$ cat src/vector_window_average_macros.svh
// ---------------------------------------------------------------------------
// vector_window_average_macros
// Assertion macros shared by the window average block.
// ---------------------------------------------------------------------------
`ifndef VECTOR_WINDOW_AVERAGE_MACROS_SVH
`define VECTOR_WINDOW_AVERAGE_MACROS_SVH

// Antecedent holds in a cycle: consequent holds in the same cycle.
`define VWA_ASSERT_SAME(label, ante, cons, msg) \
	label: assert property (@(posedge clk) disable iff (!arst_n) (ante) |-> (cons)) \
		else $error(msg);

// Antecedent holds in a cycle: consequent holds in the next cycle.
`define VWA_ASSERT_NEXT(label, ante, cons, msg) \
	label: assert property (@(posedge clk) disable iff (!arst_n) (ante) |=> (cons)) \
		else $error(msg);

`endif

$ cat src/vwa_pkg.sv
// ---------------------------------------------------------------------------
// vwa_pkg
// Types and fixed widths shared by the window average modules.
// ---------------------------------------------------------------------------
package vwa_pkg;

	localparam int FIELD_W   = 32;
	localparam int COUNT_W   = 9;
	localparam int MAX_LANES = 4;

	// Commands from the controller to the datapath.
	typedef struct packed {
		logic capture;   // take the input vector, read the oldest ring slot
		logic update;    // update running sums, write the ring, advance slot
		logic div_load;  // load the dividers
		logic div_step;  // one quotient bit per lane
		logic out_load;  // move quotients into the output register
	} vwa_cmd_t;

	// Status from the datapath to the controller.
	typedef struct packed {
		logic out_free;  // output register empty or being taken this cycle
	} vwa_status_t;

endpackage

$ cat src/vwa_ctrl.sv
// ---------------------------------------------------------------------------
// vwa_ctrl
// Sequencer for one item: capture, sum update, divider load, bit-serial
// divide, hand-off to the output register.
// ---------------------------------------------------------------------------
module vwa_ctrl #(
	parameter int MW = 41
) (
	input  logic                 clk,
	input  logic                 arst_n,
	input  logic                 in_valid,
	output logic                 in_stall,
	input  vwa_pkg::vwa_status_t status,
	output vwa_pkg::vwa_cmd_t    cmd
);
	import vwa_pkg::*;

	localparam int BW = $clog2(MW);

	typedef enum logic [2:0] {
		ST_IDLE,
		ST_UPDATE,
		ST_LOAD,
		ST_DIVIDE,
		ST_FINISH
	} state_t;

	state_t        state_q;
	logic [BW-1:0] bit_q;

	always_ff @(posedge clk or negedge arst_n) begin
		if (!arst_n) begin
			state_q <= ST_IDLE;
			bit_q   <= '0;
		end else begin
			case (state_q)
				ST_IDLE: begin
					if (in_valid) begin
						state_q <= ST_UPDATE;
					end
				end
				ST_UPDATE: begin
					state_q <= ST_LOAD;
				end
				ST_LOAD: begin
					bit_q   <= BW'(MW - 1);
					state_q <= ST_DIVIDE;
				end
				ST_DIVIDE: begin
					bit_q <= bit_q - BW'(1);
					if (bit_q == '0) begin
						state_q <= ST_FINISH;
					end
				end
				ST_FINISH: begin
					// hold until the output register can take the result
					if (status.out_free) begin
						state_q <= ST_IDLE;
					end
				end
				default: begin
					state_q <= ST_IDLE;
				end
			endcase
		end
	end

	assign in_stall     = state_q != ST_IDLE;
	assign cmd.capture  = (state_q == ST_IDLE) && in_valid;
	assign cmd.update   = state_q == ST_UPDATE;
	assign cmd.div_load = state_q == ST_LOAD;
	assign cmd.div_step = state_q == ST_DIVIDE;
	assign cmd.out_load = (state_q == ST_FINISH) && status.out_free;

endmodule

$ cat config.mk
export PLATFORM = sky130hd
export DESIGN_NAME = vwa_ctrl
export DESIGN_NICKNAME = d
export VERILOG_FILES = /design/src/vector_window_average_macros.svh /design/src/vwa_pkg.sv /design/src/vwa_ctrl.sv
export SDC_FILE = /design/constraint.sdc
export NUM_CORES = 1
export LEC_CHECK = 0
export BUFFER_PORTS_ARGS = -buffer_cell sky130_fd_sc_hd__buf_2
export CORE_AREA = 2 2 39 41
export DETAILED_ROUTE_END_ITERATION = 16
export DIE_AREA = 0 0 41 43
export GPL_TIMING_DRIVEN = 1
export SYNTH_ARGS = -nofsm -noshare
export SYNTH_HDL_FRONTEND = slang
export SYNTH_SLANG_ARGS = --single-unit
$ cat constraint.sdc
create_clock -name clk -period 2.1 [get_ports clk]
set_input_delay 0.525 -clock clk [delete_from_list [all_inputs] [get_ports clk]]
set_output_delay 0.525 -clock clk [all_outputs]
set_load 0.1 [all_outputs]
==> results of run 1 <==
[metal layers]
layer  track usage, %  share of wire, %  vias up
met3             8.38               7.8        2
met5                0                 0        -
met4             8.00               1.5        0
li1                 -                 -      216
met1             20.7                44      213
met2             19.7                47       12
[report_power, final]
group | internal [mW] | switching [mW] | total (mW)
clock network | 0.0734 | 0.0625 | 0.136
logic | 0.168 | 0.262 | 0.429
registers | 0.241 | 0.0702 | 0.311
[cells by family (layout without fill, tap and decap cells)]
group	after synthesis	in the layout	share of synthesized area, %
buffers and inverters	6	18	4.68
AOI/OAI and AO/OA	11	11	15.3
DFF	9	9	44.3
adders and majority gates	2	2	4.93
muxes	1	1	2.22
and+or+nand+nor	24	24	28.6
[worst min-delay path by stage]
stage | startpoint | to | slack, ns
after floorplan | arst_n | bit_q[0] | 0.23
after global placement | arst_n | bit_q[5] | 0.39
after detailed placement | arst_n | bit_q[3] | 0.39
after CTS | arst_n | bit_q[0] | 0.10
after global routing | arst_n | bit_q[5] | 0.10
final | arst_n | bit_q[5] | 0.1
[registers in the layout, indices dropped and copies added, names as in the netlist]
register / cells
bit_q: 6
state_q: 3
[layout make-up]
class | instances | area [um2]
fillers | 130 | 734
multi-input cells | 38 | 277
flip-flops and latches | 9 | 225
repair buffers | 9 | 82.6
clock buffers | 4 | 26.3
well taps | 16 | 20.0
inverters | 5 | 18.8
[worst register-to-register path: stages, from the launching register on]
cell      delay (ns)
dfrtp_1         0.37
inv_1           0.10
ha_1            0.15
or4b_1          0.45
nor3_2          0.20
a211oi_1        0.11
[per-stage QoR]
step / utilization, % / setup WS [ns] / hold slack [ns]
final: 46.9 / 0.0942 / 0.0998
after global routing: 46.9 / 0.0241 / 0.104
after CTS: 46.2 / 0.0416 / 0.100
after detailed placement: 44.3 / 0.330 / 0.389
after global placement: 44.3 / 0.340 / 0.392
after floorplan: - / -0.313 / 0.229
[cell usage in the layout, fill, tap and decap left out, types with 2 or more instances in the layout]
cell type,count
a21oi_1,3
buf_12,2
buf_2,4
clkbuf_4,6
dfrtp_1,9
ha_1,2
inv_1,5
nand2_1,4
nor2_1,2
nor2b_1,4
nor3_1,2
nor3_2,2
==> impl_metrics.yaml, run 1 <==
status:
  status: "finished, final reports clean"
sta:
  final.setup.tns_ns: 0
  slew_headroom_pct: 67.7
  worst_pin_slew_ns: 0.483
  slew_violations: 0
  maxClockFrequency_ghz: 0.499
  finClkSkew_ns: 0.00268
  fin_crit_ns: 2.01
  finalSetupViolCount: 0
  hold_viol: 0
  fin_crit_sh_pct: 95.5
  rsz0062_at_grt: "false"
synth:
  synth.most_common_cell: "dfrtp_1"
  syn_avg_cell_area_um2: 9.58
  synthFlopType: "dfrtp_1"
  syn_inst: 53
  synth_edf_count: 0
  synth.distinct_cells: 27
  synth_nets: 59
  synth-seq-cells: 9
  synth_area_um2: 508
  yosysSeqAreaShare_pct: 44.3
  synth_top_area_share_pct: 44.3
  async_reset_ff_share_pct: 100
  ys_top_cells_by_area: "dfrtp_1 44%, ha_1 4.9%, nor2b_1 4.9%"
  yosysWarnings: 0
  synth_common_cells: "9 x dfrtp_1, 5 x inv_1, 4 x nand2_1, 4 x nor2_1, 4 x nor2b_1"
  synth.largest_area_cell: "dfrtp_1"
pwr:
  ir_drop_uv: 883
  power_uw: 876
  power.density_nw_per_um2: 1350
  power_leakage_nw: 0.291
route:
  drt_wl_total_mm: 1.00
  drc: 0
  drtIter0Drc: 8
  drtPass1Iterations: 4
  drt-wirelength-per-cell_um: 12.4
  viasPerCell: 5.47
  postRouteAntennaNets: 0
  via_count: 443
clock_tree:
  path_clk_slew_ns: 0.06
  cts-root-buf: "clkbuf_4"
  postCtsHoldBufs: 0
  clock_sink_count: 9
  clk_path_buf_depth: 2
  clkLatencyLatePin_ns: 0.26
  post-cts-setup-buffers: 0
  cts_resized: 0
  htree_levels: 1
  cts_tree: "built"
  cts_buffers: 3
cells_and_area:
  area_growth_pct: 27.8
  drive_gt1_share_pct: 32.3
  fin_cells: 81
  postLayoutCellArea_um2: 649
  layout.nets: 72
  antenna_cells: 0
placement:
  placed_cells: 77
  dp_hpwl_um: 761
  place_area_um2: 613
  io_buffers: 9
  gp_congestion: 0.693
setup_path:
  path_class: "register to output port"
  cp.arrival_ns: 1.48
  worstSetupStartpoint: "state_q[0]"
  worstPathRequired_ns: 1.57
  endpoint_kind: "output port"
  r2r_start: "bit_q[0]"
  worst-r2r-setup-slack_ns: 0.60
  startpoint_type: "register"
  crit_fanout: 7
  slowest_delay_ns: 0.45
  cp_slowest_cell: "dfrtp_1"
  path_cells: "or3_1, buf_2"
  path_buf_inv: 1
  crit_cells: 2
  crit_family: "flip-flops"
  rr_worst_depth: 5
  critPathCapture: "in_stall"
  reg2reg_to: "state_q[1]"
flow_run:
  drv_cap: 0
die:
  dieHeight_um: 43
  core-area_um2: 1380
  rows: 14
  pin_count: 10
  initial_core_util_pct: 36.7
  die_w_um: 41
  dieArea_um2: 1760
grt:
  grt_max_degree: 10
  grt_pass1_vias: 397
  antenna_found_initial: 0
  grt_pass1_wl_mm: 1.77
  track_usage_pct: 15.5
  grt-ovfl-total: 0
hold_path:
  hold_class: "input port to asynchronous set/reset pin"
Note: power is estimated with default switching activity, not from simulation.
==> run 2, diff against run 1 <==
Settings changed: BUFFER_PORTS_ARGS -buffer_cell sky130_fd_sc_hd__buf_2 to default, CORE_AREA 2 2 39 41 to default, CORE_MARGIN from default to 1.5, CORE_UTILIZATION from default to 33, DIE_AREA 0 0 41 43 to default, DONT_BUFFER_PORTS from default to 1, MAX_ROUTING_LAYER from default to met4.
==> run 2 against run 1 <==
Worst hold slack better by 0.39 ns. Flip-flop and latch count stayed put. First-iteration DRC count is 38% lower. Setup slack better by 0.010 ns. Clock skew is 0.0010 ns higher. Cell count is 2.5% lower. Critical path type unchanged. Critical endpoint is now cmd[4]. Largest power group unchanged.
==> impl_metrics.yaml, run 2 (same netlist as run 1, synthesis figures left out) <==
clock_tree:
  cts_tree: "built"
  path_clk_slew_ns: 0.06
  cts-root-buf: "clkbuf_4"
  clock_sink_count: 9
  cts_resized: 0
  clkLatencyLatePin_ns: 0.26
  cts_buffers: 3
  clk_path_buf_depth: 2
  htree_levels: 1
cells_and_area:
  reg.largest.list: "bit_q: 6 flops, state_q: 3 flops"
  layout.nets: 71
  layout_commonest_cell: "dfrtp_1"
  layout_common_cells: "9 x dfrtp_1, 5 x inv_1, 5 x buf_4"
  drive_gt1_share_pct: 28.1
  area_growth_pct: 30.5
  fin_util_pct: 48.5
  antenna_cells: 0
  largest_register_ffs: 6
  fillCellCount: 139
  postLayoutCellArea_um2: 663
  fin_cells: 79
  regMostFlops: "bit_q"
placement:
  io_buffers: 0
  gp_congestion: 0.733
  dpl_worst_slack_ns: 0.375
  dp_hpwl_um: 777
  place_area_um2: 627
  placed_cells: 74
hold_path:
  hold_class: "input port to register"
  hold_depth: 2
flow_run:
  drv_cap: 0
grt:
  busiest_layer: "met2"
  antenna_found_initial: 0
  gr-usage-met1_pct: 16.0
  grtUsageMet3_pct: 6.90
  grt_use_met2_pct: 20.3
  grt_max_degree: 10
  grt-ovfl-total: 0
  track_usage_pct: 13.7
  grt_pass1_vias: 434
  grt_pass1_wl_mm: 1.80
sta:
  slew_violations: 0
  hold_viol: 0
  setup_slack_ns: 0.104
  slew_headroom_pct: 71.1
  rsz0062_at_grt: "false"
  fin_crit_ns: 2.00
  finClkSkew_ns: 0.00371
  maxClockFrequency_ghz: 0.501
  fin_crit_sh_pct: 95.0
  finalSetupViolCount: 0
  worst_pin_slew_ns: 0.432
  holdWs_ns: 0.489
die:
  die_w_um: 42.2
  dieHeight_um: 42.2
  core-area_um2: 1370
  dieArea_um2: 1780
  initial_core_util_pct: 37.2
  pin_count: 10
  rows: 13
route:
  drtPass1Iterations: 4
  drt-wirelength-per-cell_um: 12.6
  drtIter0Drc: 5
  via_count: 406
  drc: 0
  drt_wl_total_um: 999
  postRouteAntennaNets: 0
  viasPerCell: 5.14
pwr:
  power_leakage_nw: 0.294
  power.density_nw_per_um2: 1320
  ir_drop_uv: 827
setup_path:
  crit_family: "simple AND/OR/NAND/NOR gates"
  cp_slowest_cell: "dfrtp_1"
  slowest_delay_ns: 0.46
  worstPathRequired_ns: 1.57
  crit_cells: 3
  startpoint_type: "register"
  path_cells: "or3_1, nor2_4, buf_12"
  path_buf_inv: 1
  path_class: "register to output port"
  endpoint_kind: "output port"
  crit_fanout: 7
  rr_worst_depth: 5
  cp.arrival_ns: 1.47
status:
  status: "finished, final reports clean"
==> run 2: power by group <==
| group | total (mW) | switching, mW | internal (mW) |
|---|---|---|---|
| combinational | 0.432 | 0.258 | 0.174 |
| clock | 0.132 | 0.0589 | 0.0731 |
| sequential | 0.313 | 0.0721 | 0.241 |
| total | 0.877 | 0.389 | 0.488 |
==> run 2: path summary, 6_finish.rpt <==
path / slack [ns] / endpoint / startpoint
worst max-delay path: 0.10 / cmd[4] / state_q[0]
worst min-delay path: 0.49 / state_q[0] / in_valid
worst max register to register: 0.57 / state_q[1] / bit_q[0]
worst min register to register: 0.52 / bit_q[1] / bit_q[1]
max in group asynchronous: 1.18 / state_q[1] / arst_n
min in group asynchronous: 0.63 / bit_q[2] / arst_n
==> run 2: per-layer routing <==
layer / vias to the layer above / share of wire, %
met1: 185 / 47
met3: 2 / 5.9
met5: - / 0
li1: 211 / -
met2: 8 / 47
met4: 0 / 0.50
==> run 2: worst register-to-register path, delay by kind of cell (launching register included) <==
| family | cells | cell delay (ns) |
|---|---|---|
| AO/OA/AOI/OAI | 1 | 0.12 |
| adder cells (fa/ha/maj) | 1 | 0.15 |
| buffers and inverters | 1 | 0.10 |
| flip-flops | 1 | 0.38 |
| AND/OR/NAND/NOR | 2 | 0.65 |
==> run 2: through the flow <==
stage | total power [mW] | TNS (ns)
4_1_cts | 0.891 | 0
3_5_place_dp | 0.748 | 0
5_1_grt | 0.948 | 0
2_1_floorplan | 0.628 | -0.790
6_report | 0.877 | 0
3_3_place_gp | 0.740 | 0
==> run 2: repair_timing <==
item	4_1_cts	5_1_grt
hold endpoints to repair	9	0
setup buffers	0	0
hold buffers	1	0
==> run 2: layout make-up <==
| cell class | count | area, um2 | area share, % |
|---|---|---|---|
| well taps | 15 | 18.8 | 2.83 |
| repair buffers | 8 | 87.6 | 13.2 |
| flip-flops and latches | 9 | 225 | 34.0 |
| inverters | 5 | 18.8 | 2.83 |
| multi-input cells | 38 | 287 | 43.2 |
| clock buffers | 4 | 26.3 | 3.96 |
==> run 3, diff against run 2 <==
Settings changed: GPL_TIMING_DRIVEN 1 to 0, TNS_END_PERCENT from default to 20.
==> run 3 against run 2 <==
The flow now finishes with violations (negative setup slack). Combinational power is 4.9% higher. Clock skew decreased by 0.0013 ns. Core utilization grew 0.37 points. Non-clock buffer count shrank 1. Critical endpoint unchanged. Largest cell class unchanged.
==> impl_metrics.yaml, run 3 (same netlist as run 1, synthesis figures left out) <==
route:
  drtPass1Iterations: 4
  drt-wirelength-per-cell_um: 13.5
  viasPerCell: 5.45
  drt_wl_total_mm: 1.05
  drtIter0Drc: 10
  drc: 0
  via_count: 425
  postRouteAntennaNets: 0
setup_path:
  r2r_start: "state_q[2]"
  rr_worst_depth: 4
  worstSetupStartpoint: "state_q[1]"
  crit_fanout: 4
  slowest_delay_ns: 0.56
  worstPathRequired_ns: 1.57
  path_cells: "or3_4, nor2_4"
  cp.arrival_ns: 1.78
  endpoint_kind: "output port"
  startpoint_type: "register"
  cp_slowest_cell: "or3_4"
  path_class: "register to output port"
die:
  dieArea_um2: 1780
  core-area_um2: 1370
  die_w_um: 42.2
  rows: 13
  pin_count: 10
  initial_core_util_pct: 37.2
  dieHeight_um: 42.2
placement:
  io_buffers: 0
  placed_cells: 70
  gp_congestion: 0.709
  dp_hpwl_um: 775
cells_and_area:
  drive_gt1_share_pct: 31.7
  seq_area_um2: 228
  multi_input_comb_area_um2: 302
  layout_commonest_cell: "dfrtp_1"
  area_growth_pct: 31.5
  antenna_cells: 0
  fin_cells: 78
  largest_register_ffs: 6
  fin_util_pct: 48.9
  fillCellCount: 135
  reg.largest.list: "bit_q: 6 flops, state_q: 3 flops"
  regMostFlops: "bit_q"
  layout.nets: 70
  layout_common_cells: "7 x dfrtp_1, 5 x inv_1, 4 x nor2b_1, 4 x nand2_1"
grt:
  track_usage_pct: 13.9
  grt-ovfl-total: 0
  grt_max_degree: 10
  grt_pass1_wl_mm: 1.85
  antenna_found_initial: 0
  grt_pass1_vias: 421
pwr:
  ir_drop_uv: 890
  power_leakage_nw: 0.282
  power.density_nw_per_um2: 1330
sta:
  setup_slack_ns: -0.205
  fin_crit_sh_pct: 110
  finClkSkew_ns: 0.00238
  maxClockFrequency_ghz: 0.434
  slew_violations: 0
  worst_pin_slew_ns: 0.995
  finalSetupViolCount: 3
  hold_viol: 0
  rsz0062_at_grt: "true"
  fin_crit_ns: 2.31
  slew_headroom_pct: 33.4
clock_tree:
  clkLatencyLatePin_ns: 0.26
  path_clk_slew_ns: 0.06
  cts_tree: "built"
  cts_buffers: 3
  clk_path_buf_depth: 2
  cts-root-buf: "clkbuf_4"
  htree_levels: 1
  clock_sink_count: 9
hold_path:
  hold_class: "input port to register"
  hold_depth: 2
  hold_start: "in_valid"
status:
  status: "finished, violations left"
  violations: "negative setup slack"
flow_run:
  drv_cap: 0
[run 3: cell count changes in the layout (fill, tap and decap cells not counted), moves of 2 or more]
cell,change
buf_4,-2
buf_12,-2
dfrtp_1,-2
dfrtp_2,+2
[run 3: report_power, final]
part | leakage, nW | internal [mW] | switching [mW]
Combinational | 0.167 | 0.177 | 0.276
Sequential | 0.100 | 0.242 | 0.0629
Clock | 0.0150 | 0.0732 | 0.0595
[run 3: cell type report]
class	instances	area share [%]
inverter	5	2.81
sequential	9	34.1
timing repair buffer	7	11.2
tap	15	2.81
multi-input combinational	38	45.1
clock buffer	4	3.93
[run 3: worst paths after layout]
check	to	slack, ns
min in group asynchronous	bit_q[2]	0.64
worst max register to register	bit_q[0]	0.40
max in group asynchronous	state_q[1]	1.14
worst max-delay path	cmd[4]	-0.21
worst min-delay path	state_q[0]	0.48
worst min register to register	bit_q[1]	0.51
[run 3: routing by layer]
metal | GRT usage (%) | vias up | part of all wire (%) | routed length, um
met5 | - | - | 0 | 0
met1 | 16.3 | 203 | 45 | 479
li1 | - | 212 | - | -
met4 | 5.63 | 0 | 1.4 | 15
met2 | 23.1 | 6 | 50 | 531
met3 | 3.02 | 4 | 2.5 | 26
[run 3: critical path, delay by kind of cell, from the launching register on]
| family | cells | cell delay (ns) |
|---|---|---|
| flops | 1 | 0.42 |
| simple gates | 2 | 1.10 |
[run 3: what timing repair did]
action	4_1_cts	5_1_grt
setup endpoints to repair	5	3
hold endpoints to repair	9	0
pin swaps	3	3
gates resized for setup	7	3
cloned	0	0
buffers inserted	1	3
hold buffers	1	0
[run 3: stage by stage]
| stage | worst slack (ns) | power (mW) | setup TNS (ns) | hold slack, ns | area, um2 |
|---|---|---|---|---|---|
| floorplan | -0.313 | 0.628 | -0.790 | 0.229 | 523 |
| global route | -0.227 | 0.965 | -0.491 | 0.490 | 668 |
| CTS | -0.275 | 0.888 | -0.690 | 0.477 | 648 |
| detailed placement | -0.408 | 0.734 | -0.509 | 0.230 | 586 |
| global placement | -0.367 | 0.678 | -1.22 | 0.230 | 542 |
| finish | -0.205 | 0.890 | -0.332 | 0.479 | 668 |
